### config.mk
export PLATFORM = sky130hd
export DESIGN_NAME = gyro_flywheel_duty_controller_unit
export DESIGN_NICKNAME = d
export VERILOG_FILES = /design/src/sv/gfdc_pkg.sv /design/src/sv/gyro_flywheel_duty_controller_unit.sv /design/src/sv/gfdc_input_stage.sv /design/src/sv/gfdc_motor_step.sv
export SDC_FILE = /design/constraint.sdc
export NUM_CORES = 1
export LEC_CHECK = 0
export ABC_CLOCK_PERIOD_IN_PS = 17250
export BUFFER_PORTS_ARGS = -buffer_cell sky130_fd_sc_hd__buf_2
export CAP_MARGIN = 20
export CORE_MARGIN = 3
export CORE_UTILIZATION = 45
export CTS_BUF_LIST = sky130_fd_sc_hd__clkbuf_4 sky130_fd_sc_hd__clkbuf_8
export CTS_CLUSTER_SIZE = 14
export DETAILED_ROUTE_END_ITERATION = 10
export GPL_TIMING_DRIVEN = 1
export PLACE_DENSITY = 0.62
export SLEW_MARGIN = 0
export SYNTH_ARGS = -nofsm -noshare
export SYNTH_HDL_FRONTEND = slang
export SYNTH_SLANG_ARGS = --single-unit
### constraint.sdc
create_clock -name clock -period 17.25 [get_ports clock]
set_clock_uncertainty 0.2 [all_clocks]
set_input_delay 0 -clock clock [delete_from_list [all_inputs] [get_ports clock]]
set_output_delay 0 -clock clock [all_outputs]
set_load 0.05 [all_outputs]
### src/sv/gfdc_pkg.sv
// ----------------------------------------------------------------------------
// gfdc_pkg
// Shared types and constants of the gyro flywheel duty controller.
// ----------------------------------------------------------------------------
package gfdc_pkg;

   localparam int IndexWidth  = 8;
   localparam int SampleWidth = 16;
   localparam int StepWidth   = 7;
   localparam int GyroShift   = 8;

   localparam logic [StepWidth-1:0] COARSE_STEP_RESET = 7'd10;

   localparam logic CMD_SAMPLE = 1'b0;
   localparam logic CMD_STOP   = 1'b1;

   typedef enum logic [1:0] {
      DRV_STOP    = 2'd0,
      DRV_FORWARD = 2'd1,
      DRV_REVERSE = 2'd2,
      DRV_BRAKE   = 2'd3
   } drive_type;

   // What one transaction asks of each motor.
   typedef enum logic [1:0] {
      OP_TRACK   = 2'd0,
      OP_BALANCE = 2'd1,
      OP_HALT    = 2'd2
   } op_type;

   typedef struct packed {
      op_type                op;
      drive_type             dir;
      logic [IndexWidth-1:0] mag;
   } probe_type;

   // Staged transaction from the input register.
   typedef struct packed {
      logic                   valid;
      logic                   command;
      logic [SampleWidth-1:0] sample;
   } stage_type;

endpackage

### src/sv/gyro_flywheel_duty_controller_unit.sv
// ----------------------------------------------------------------------------
// gyro_flywheel_duty_controller_unit
// Steers the duty index and drive direction of two flywheel motors from gyro
// z samples and stop events.
// ----------------------------------------------------------------------------
// Each transaction passes an input register and then the result register.
// The block takes one transaction per clock while the result is not stalled.
// The result register holds both motor states; a transaction moves into
// it only when the previous result has been taken, so a stalled result
// holds up at most one more waiting transaction before req_stall rises.
// Write csr_write_data only while idle.
module gyro_flywheel_duty_controller_unit import gfdc_pkg::*; (
   input  logic                   clock,
   input  logic                   reset,
   input  logic                   csr_write_enable,
   input  logic [StepWidth-1:0]   csr_write_data,
   input  logic                   req_valid,
   output logic                   req_stall,
   input  logic                   req_command,
   input  logic [SampleWidth-1:0] req_gyro_z_sample,
   output logic                   rsp_valid,
   input  logic                   rsp_stall,
   output logic [IndexWidth-1:0]  rsp_motor_a_index,
   output logic [IndexWidth-1:0]  rsp_motor_b_index,
   output logic [1:0]             rsp_motor_a_direction,
   output logic [1:0]             rsp_motor_b_direction
);

   logic [StepWidth-1:0]  coarse_ff;
   logic                  rsp_valid_ff, rsp_valid_in;
   logic [IndexWidth-1:0] index_a_ff, index_a_in, index_b_ff, index_b_in;
   drive_type             drive_a_ff, drive_a_in, drive_b_ff, drive_b_in;
   stage_type             stage;
   probe_type             probe;
   logic                  advance;
   logic signed [IndexWidth-1:0] rate;

   assign advance = stage.valid && (!rsp_valid_ff || !rsp_stall);

   gfdc_input_stage u_input (
      .clock             (clock),
      .reset             (reset),
      .req_valid         (req_valid),
      .req_stall         (req_stall),
      .req_command       (req_command),
      .req_gyro_z_sample (req_gyro_z_sample),
      .advance           (advance),
      .stage             (stage)
   );

   // Rate is the sample's high byte; zero and minus one count as balance.
   always_comb begin
      rate      = $signed(stage.sample[SampleWidth-1:GyroShift]);
      probe.dir = rate[IndexWidth-1] ? DRV_REVERSE : DRV_FORWARD;
      probe.mag = rate[IndexWidth-1] ? IndexWidth'(-rate) : IndexWidth'(rate);
      if (stage.command == CMD_STOP) begin
         probe.op = OP_HALT;
      end else if (rate == 8'sd0 || rate == -8'sd1) begin
         probe.op = OP_BALANCE;
      end else begin
         probe.op = OP_TRACK;
      end
   end

   gfdc_motor_step u_motor_a (
      .idx         (index_a_ff),
      .drv         (drive_a_ff),
      .probe       (probe),
      .coarse_step (coarse_ff),
      .idx_next    (index_a_in),
      .drv_next    (drive_a_in)
   );

   gfdc_motor_step u_motor_b (
      .idx         (index_b_ff),
      .drv         (drive_b_ff),
      .probe       (probe),
      .coarse_step (coarse_ff),
      .idx_next    (index_b_in),
      .drv_next    (drive_b_in)
   );

   always_comb begin
      rsp_valid_in = rsp_valid_ff;
      if (advance) begin
         rsp_valid_in = 1'b1;
      end else if (!rsp_stall) begin
         rsp_valid_in = 1'b0;
      end
   end

   always_ff @(posedge clock) begin
      if (reset) begin
         coarse_ff    <= COARSE_STEP_RESET;
         rsp_valid_ff <= 1'b0;
         index_a_ff   <= '0;
         index_b_ff   <= '0;
         drive_a_ff   <= DRV_STOP;
         drive_b_ff   <= DRV_STOP;
      end else begin
         rsp_valid_ff <= rsp_valid_in;
         if (csr_write_enable) begin
            coarse_ff <= csr_write_data;
         end
         if (advance) begin
            index_a_ff <= index_a_in;
            index_b_ff <= index_b_in;
            drive_a_ff <= drive_a_in;
            drive_b_ff <= drive_b_in;
         end
      end
   end

   assign rsp_valid             = rsp_valid_ff;
   assign rsp_motor_a_index     = index_a_ff;
   assign rsp_motor_b_index     = index_b_ff;
   assign rsp_motor_a_direction = drive_a_ff;
   assign rsp_motor_b_direction = drive_b_ff;

endmodule

### src/sv/gfdc_input_stage.sv
// ----------------------------------------------------------------------------
// gfdc_input_stage
// Input register: holds one transaction until the step logic takes it.
// ----------------------------------------------------------------------------
module gfdc_input_stage import gfdc_pkg::*; (
   input  logic                   clock,
   input  logic                   reset,
   input  logic                   req_valid,
   output logic                   req_stall,
   input  logic                   req_command,
   input  logic [SampleWidth-1:0] req_gyro_z_sample,
   input  logic                   advance,
   output stage_type              stage
);

   logic                   valid_ff, valid_in;
   logic                   command_ff;
   logic [SampleWidth-1:0] sample_ff;
   logic                   load;

   assign req_stall = valid_ff && !advance;
   assign load      = req_valid && !req_stall;

   always_comb begin
      valid_in = valid_ff;
      if (load) begin
         valid_in = 1'b1;
      end else if (advance) begin
         valid_in = 1'b0;
      end
   end

   always_ff @(posedge clock) begin
      if (reset) begin
         valid_ff <= 1'b0;
      end else begin
         valid_ff <= valid_in;
      end
   end

   always_ff @(posedge clock) begin
      if (load) begin
         command_ff <= req_command;
         sample_ff  <= req_gyro_z_sample;
      end
   end

   assign stage.valid   = valid_ff;
   assign stage.command = command_ff;
   assign stage.sample  = sample_ff;

endmodule

### src/sv/gfdc_motor_step.sv
// ----------------------------------------------------------------------------
// gfdc_motor_step
// Next index and drive of one motor for one transaction.
// ----------------------------------------------------------------------------
module gfdc_motor_step import gfdc_pkg::*; (
   input  logic [IndexWidth-1:0] idx,
   input  drive_type             drv,
   input  probe_type             probe,
   input  logic [StepWidth-1:0]  coarse_step,
   output logic [IndexWidth-1:0] idx_next,
   output drive_type             drv_next
);

   drive_type               against;
   logic signed [IndexWidth:0] gap;
   logic signed [IndexWidth:0] coarse_s;
   logic [IndexWidth-1:0]   coarse_w;
   logic [IndexWidth-1:0]   step;
   logic [IndexWidth-1:0]   slowed;

   always_comb begin
      against  = (probe.dir == DRV_FORWARD) ? DRV_REVERSE : DRV_FORWARD;
      coarse_w = IndexWidth'(coarse_step);
      coarse_s = $signed((IndexWidth+1)'(coarse_step));
      gap      = $signed({1'b0, probe.mag}) - $signed({1'b0, idx});
      step     = 8'd1;
      slowed   = idx;
      idx_next = idx;
      drv_next = drv;
      case (probe.op)
         OP_TRACK: begin
            if (drv == probe.dir) begin
               // Here the coarse step is chosen only when the gap to the magnitude is at least coarse_step.
               step = (gap >= coarse_s) ? coarse_w : 8'd1;
               if (probe.mag > idx) begin
                  idx_next = idx + step;
               end else if (probe.mag < idx) begin
                  idx_next = idx - step;
               end
            end else if (drv == against) begin
               step = (idx >= coarse_w) ? coarse_w : 8'd1;
               if (idx != '0) begin
                  slowed = idx - step;
               end
               idx_next = slowed;
               if (slowed == '0) begin
                  drv_next = DRV_BRAKE;
               end
            end else begin
               drv_next = probe.dir;
            end
         end
         OP_BALANCE: begin
            if (idx != '0) begin
               idx_next = idx - 8'd1;
            end
         end
         OP_HALT: begin
            drv_next = DRV_STOP;
         end
         default: begin
            idx_next = idx;
            drv_next = drv;
         end
      endcase
   end

endmodule
Yosys cells after proc, flatten, opt, wreduce, memory -nomap -nowiden:

Cells that the tools add are included.

* register bits after elaboration: 46
* input bits: 29
* output and inout bits: 22
* logic and storage cells: 110

* add/sub/neg operators: 11
* order comparisons: 8
* equal/unequal tests: 19
* mux-type cells: 41
* reduce and logical (&&, ||, !) cells: 22

Operators by type and width (number)
* 8-bit 2-to-1 mux: 19
* 8-bit case mux with 2 select lines: 2
* 8-bit subtractor: 4
* 7-bit 2-to-1 mux: 4
* 8-bit logical NOT: 3
* 9-bit by 8-bit greater-or-equal comparator with 1-bit output: 2
* 2-bit 2-to-1 mux: 9
* 8-bit by 8-bit subtractor with 9-bit output: 2
* 8-bit adder: 2
* 8-bit by 7-bit greater-or-equal comparator with 1-bit output: 2
* 8-bit greater-than comparator: 2
* 8-bit less-than comparator: 2
* 8-bit nonzero test: 2
* 8-bit by 1-bit subtractor with 8-bit output (second input constant): 2
* 5-bit AND reduction: 2
* 2-bit == test: 4
* 8-bit by 1-bit == test with 1-bit output (second input constant): 1
* 4-bit != test (second input constant): 2
* 8-bit negator: 1
* 2-bit case mux with 2 select lines: 2
* 4-bit AND reduction: 2
* 2-bit by 1-bit != test with 1-bit output (second input constant): 3
* 3-bit by 1-bit != test with 1-bit output (second input constant): 2
* 3-bit != test (second input constant): 2
* 9 further kinds: 23

Logic depth before layout (Yosys ltp):

* depth after elaboration: 12
* mapped depth: 31
* gate-level depth less buffers: 30

Modules after synthesis:

From an unflattened synthesis, not the netlist that was laid out.

* cells, all modules: 858
* area total of the unflattened synthesis: 6617.6 um^2

Modules (own cells, without submodules)
* gfdc_motor_step (u_motor_a): instances 1, cells an instance 347, area each 2443.6 um^2, sequential area each 0.0 um^2
* gfdc_motor_step (u_motor_b): instances 1, cells an instance 347, area each 2439.8 um^2, sequential area each 0.0 um^2
* gyro_flywheel_duty_controller_unit: instances 1, cells an instance 141, area each 1158.6 um^2, sequential area each 560.5 um^2
* gfdc_input_stage: instances 1, cells an instance 23, area each 575.6 um^2, sequential area each 530.5 um^2

Worst setup path before layout:

OpenSTA, ideal clock, no wires.

* path type: register to register
* start: reg u_input.sample_ff[15]
* end: reg index_b_ff[7] (netlist: rsp_motor_b_index[7])
* library setup time: 0.074 ns
* arrival: 6.332 ns
* path slack: 10.643 ns
* cell stages (with the launch flop): 31
* cell sequence: edfxtp_1 > clkbuf_1 > clkbuf_1 > o21ai_0 > fa_1 > a21o_1 > a21oi_1 > o21bai_1 > a21oi_1 > xnor2_1 > ha_1 > nand2_1 > o21ai_0 > a2111oi_0 > or3b_1 > and3_1 > clkbuf_1 > nand2b_1 > inv_1 > ha_1 > a211oi_1 > nor2_1 > a311o_1 > ha_1 > o21ai_0 > a21oi_1 > o41ai_1 > xnor2_1 > or3_1 > mux2_2 > a31oi_1

* cells in the longest elaborated chain, start to end: 10
* elaborated cells on any way between the ends: 30

Ends and longest elaborated chain
* from (decl): line gfdc_input_stage.sv:18 `logic [SampleWidth-1:0] sample_ff;`
* from (signal assigned): line gfdc_input_stage.sv:44 `sample_ff <= req_gyro_z_sample;`
* 8-bit negator: line gyro_flywheel_duty_controller_unit.sv:55 `probe.mag = rate[IndexWidth-1] ? IndexWidth'(-rate) : IndexWidth'(rate);`
* 8-bit 2-to-1 mux: line gyro_flywheel_duty_controller_unit.sv:55
* 8-bit by 8-bit subtractor with 9-bit output: line gfdc_motor_step.sv:25 `gap = $signed({1'b0, probe.mag}) - $signed({1'b0, idx});`
* 9-bit by 8-bit greater-or-equal comparator with 1-bit output: line gfdc_motor_step.sv:34 `step = (gap >= coarse_s) ? coarse_w : 8'd1;`
* 7-bit 2-to-1 mux: line gfdc_motor_step.sv:34
* 8-bit subtractor: line gfdc_motor_step.sv:38 `idx_next = idx - step;`
* 8-bit 2-to-1 mux: line gfdc_motor_step.sv:37 `end else if (probe.mag < idx) begin`
* 8-bit 2-to-1 mux: line gfdc_motor_step.sv:35 `if (probe.mag > idx) begin`
* 8-bit 2-to-1 mux: line gfdc_motor_step.sv:32 `if (drv == probe.dir) begin`
* 8-bit case mux with 2 select lines: line gfdc_motor_step.sv:30 `case (probe.op)`
* to (signal assigned): line gyro_flywheel_duty_controller_unit.sv:107 `index_b_ff <= index_b_in;`
* to (decl): line gyro_flywheel_duty_controller_unit.sv:31 `logic [IndexWidth-1:0] index_a_ff, index_a_in, index_b_ff, index_b_in;`

Several ways; a longest one is shown, not always the timed one. The select of a mux whose other input is x is not followed.
A chain may end at the register's enable or synchronous reset.

Final worst setup path:

* start: reg u_input.sample_ff[8]
* end: reg index_b_ff[7] (netlist: rsp_motor_b_index[7])

The elaborated chain is that of the path after synthesis.

==> results.tsv <==
stage	metric	value	unit
placed_design	place_inst	831	
timing	finalHoldViolations	0	
outcome	status	finished clean	
timing	timing.final.crit_period	7400	ps
power_and_ir_drop	power_frac_seq	24.9	%
global_route	grt_pass1_wl	25100	um
finish	area_delta_synth_final	15.4	%
finish	fillerInstances	1076	
timing	finalSetupViolations	0	
synthesis	synth_nets	785	
synthesis	avgSynthCellArea	7.68	um^2
placed_design	post-dp-hpwl	11800	um
critical_path	endpoint_kind	flip-flop	
floorplan	die_h	113	um
clock_network	clkLatencyLatePin	310	ps
timing	fin_tns_setup	0	ps
critical_path	max_stage_delay	570	ps
hold_path	hp-start	req_gyro_z_sample[12]	
floorplan	io_pins	51	
synthesis	yosysWarnings	0	
floorplan	floorplan.initialDensity	46.8	%
critical_path	slowest_stage	fa_1	
critical_path	rrSetupSlack	9850	ps
floorplan	die_area	12800	um^2
routing	routed_wirelength	15300	um
finish	fin_area	5940	um^2
clock_network	postCtsSetupBuffers	0	
power_and_ir_drop	p_sw	166	uW
clock_network	cts_tree	yes	
timing	max_clock_freq	135	MHz
power_and_ir_drop	internal_power	244	uW
synthesis	synthTopCellsByArea	ha_1 19%, dfxtp_1 11%, a21oi_1 5.3%	
critical_path	rr_startpoint	u_input.sample_ff[8]	
power_and_ir_drop	ir_drop	37.6	uV
finish	multi_input_area	4030	um^2
synthesis	synth_cell_types	66	
routing	wl_per_cell	17.5	um
critical_path	reg2reg_depth	30	
clock_network	path_clk_slew	90	ps
power_and_ir_drop	total_leakage_power	2.63	nW
synthesis	synth_largest_area_cell	ha_1	
synthesis	synth_edf_count	9	
clock_network	cts_sinks	38	
power_and_ir_drop	p_total	410	uW
placed_design	preCtsSetupSlack	9960	ps
placed_design	place_area	5450	um^2
timing	slew_violations	0	
routing	drt-initial-drc-count	414	
hold_path	hold_path_end	u_input.sample_ff[12]	
clock_network	cts-root-buf	clkbuf_8	
clock_network	ctsLongestPathBuffers	2	
critical_path	critical_path_arrival	7430	ps
hold_path	min_path_type	in -> reg	
synthesis	yosysTopAreaCellShare	19.5	%
clock_network	cts_hold_buf	35	
global_route	antenna_found_initial	0	
critical_path	required	17290	ps
critical_path	cp_max_fo	10	
routing	vias_per_cell	6.02	
global_route	grt_max_degree	25	
synthesis	yosys_most_used_dff	dfxtp_1	
placed_design	place_congestion	0.850	
routing	num_vias	5261	
clock_network	h-tree-depth	2	
timing	fin_crit_sh	42.9	%
finish	regArea	851	um^2
finish	final_cells	874	
critical_path	cpMostUsedCell	ha_1	
global_route	grt_pass1_vias	4948	
floorplan	core_area	11000	um^2
hold_path	worstHoldPathCells	2	
power_and_ir_drop	power_frac_comb	52.1	%
synthesis	yosysSeqAreaShare	16.5	%
synthesis	syn_inst	670	
timing	worstMarginPinSlew	850	ps
timing	rsz0062_at_grt	false	
routing	firstDrtPassIters	6	
clock_network	post_cts_resized	0	
critical_path	cp-start-kind	flip-flop	
critical_path	r2r-end	rsp_motor_b_index[7]	
timing	fin_ws	9850	ps
clock_network	cts-buffers-inserted	5	
finish	n_antenna_cell	0	
synthesis	yosys_register_bits	38	
critical_path	worstSetupPathType	reg -> reg	
synthesis	synthArstFlopShare	0	%
global_route	grt.overflow.total	0	
routing	postRouteAntennaNets	0	
timing	slew_headroom	42.8	%
power_and_ir_drop	p_per_area	69.1	nW/um^2
synthesis	netlist_area	5140	um^2
finish	fin_nets	848	
routing	drcViolationCount	0	
run	drv_cap	0	
power_and_ir_drop	swShare	40.4	%
floorplan	die_width	113	um
finish	drive_above_1_share	8.86	%
placed_design	portBuffers	42	
floorplan	rows	38	
global_route	grt_use_total	24.0	%
power_and_ir_drop	p_clk_share	23.0	%
-- logic make-up (layout without fill, tap and decap cells) --
group | Yosys count | in the layout | synth area share, %
and+or+nand+nor | 220 | 220 | 20.8
AOI/OAI and AO/OA | 209 | 209 | 27.2
adders and majority gates | 86 | 86 | 21.8
buffers and inverters | 69 | 133 | 5.18
xor gates and xnor gates | 38 | 38 | 6.47
DFF | 38 | 38 | 16.5
muxes | 10 | 10 | 1.97
-- placed cells by master (no fill, tap or decap), types with 8 or more instances in the layout --
cell type	netlist	layout
mux2i_1	9	9
a21o_1	21	21
buf_2	0	42
nor2b_1	9	9
ha_1	80	80
xor2_1	13	13
edfxtp_1	9	9
dlygate4sd3_1	0	35
nand2b_1	11	11
o21a_1	10	10
o211ai_1	8	8
nand3_1	15	15
nand4_1	12	12
a21oi_1	54	54
o31ai_1	10	10
a211oi_1	8	8
nor2_1	56	56
xnor2_1	25	25
nor3_1	18	18
dfxtp_1	29	29
o21ai_0	34	34
nand2_1	62	62
inv_1	45	45
-- cells in the mapped netlist (7+ instances only) --
master,number
nor2b_1,9
inv_1,45
nand3_1,15
nor3_1,18
a21oi_1,54
clkbuf_1,20
nand2b_1,11
o31ai_1,10
edfxtp_1,9
xnor2_1,25
a21o_1,21
a211oi_1,8
nand2_1,62
mux2i_1,9
o211ai_1,8
nand4_1,12
o21ai_0,34
xor2_1,13
a31oi_1,7
nor2_1,56
ha_1,80
o21a_1,10
dfxtp_1,29
-- per-stage QoR --
step	hold WS, ps	util (%)
detailed placement	-21.2	49.6
finish	204	54.1
CTS	193	54.1
global route	197	54.1
global placement	-23.1	49.6
floorplan	-101	-
-- layer usage --
layer | GRT usage, % | wire, um
met1 | 33.1 | 7130
met2 | 39.8 | 7040
met3 | 2.83 | 762
met4 | 6.81 | 363
met5 | 0 | 0
-- worst max path at each step --
stage / slack [ps] / end / depth (start not counted) / startpoint
after floorplan: 10640 / rsp_motor_b_index[7] / 30 / u_input.sample_ff[15]
after global placement: 10040 / rsp_motor_b_index[7] / 30 / u_input.sample_ff[8]
after detailed placement: 9960 / rsp_motor_b_index[7] / 30 / u_input.sample_ff[8]
after CTS: 9920 / rsp_motor_b_index[7] / 30 / u_input.sample_ff[8]
after global routing: 9310 / rsp_motor_b_index[7] / 30 / u_input.sample_ff[8]
final: 9850 / rsp_motor_b_index[7] / 30 / u_input.sample_ff[8]
-- cell type report --
class                      instances  area share [%]
clock buffer                       5            1.16
tap                              140            2.95
clock inverter                     3            1.16
sequential                        38            14.3
multi-input combinational        563            67.8
timing repair buffer              79            9.69
inverter                          46            2.91
-- sequential cells by signal (all words and copies together) (netlist names) --
signal / count
coarse_ff: 7
rsp_motor_a_direction: 2
rsp_motor_a_index: 8
rsp_motor_b_direction: 2
rsp_motor_b_index: 8
rsp_valid: 1
u_input.command_ff: 1
u_input.sample_ff: 8
u_input.valid_ff: 1
-- power groups by stage --
stage                     clock [mW]  combinational, mW  sequential, mW
after CTS                     0.0962              0.211           0.102
after detailed placement           0              0.203           0.104
final                         0.0943              0.214           0.102
after global placement             0              0.198           0.104
after global routing           0.100              0.239           0.103
after floorplan                    0              0.157           0.103
-- critical path, delay by kind of cell (launching register included) --
kind / cells / cell delay (ps)
muxes: 1 / 260
AOI/OAI and AO/OA: 12 / 2580
adders and majority gates: 5 / 1570
DFF: 1 / 450
buffers and inverters: 2 / 230
and+or+nand+nor: 8 / 1760
xor gates and xnor gates: 2 / 270
Power figures use the tool's default switching activity.
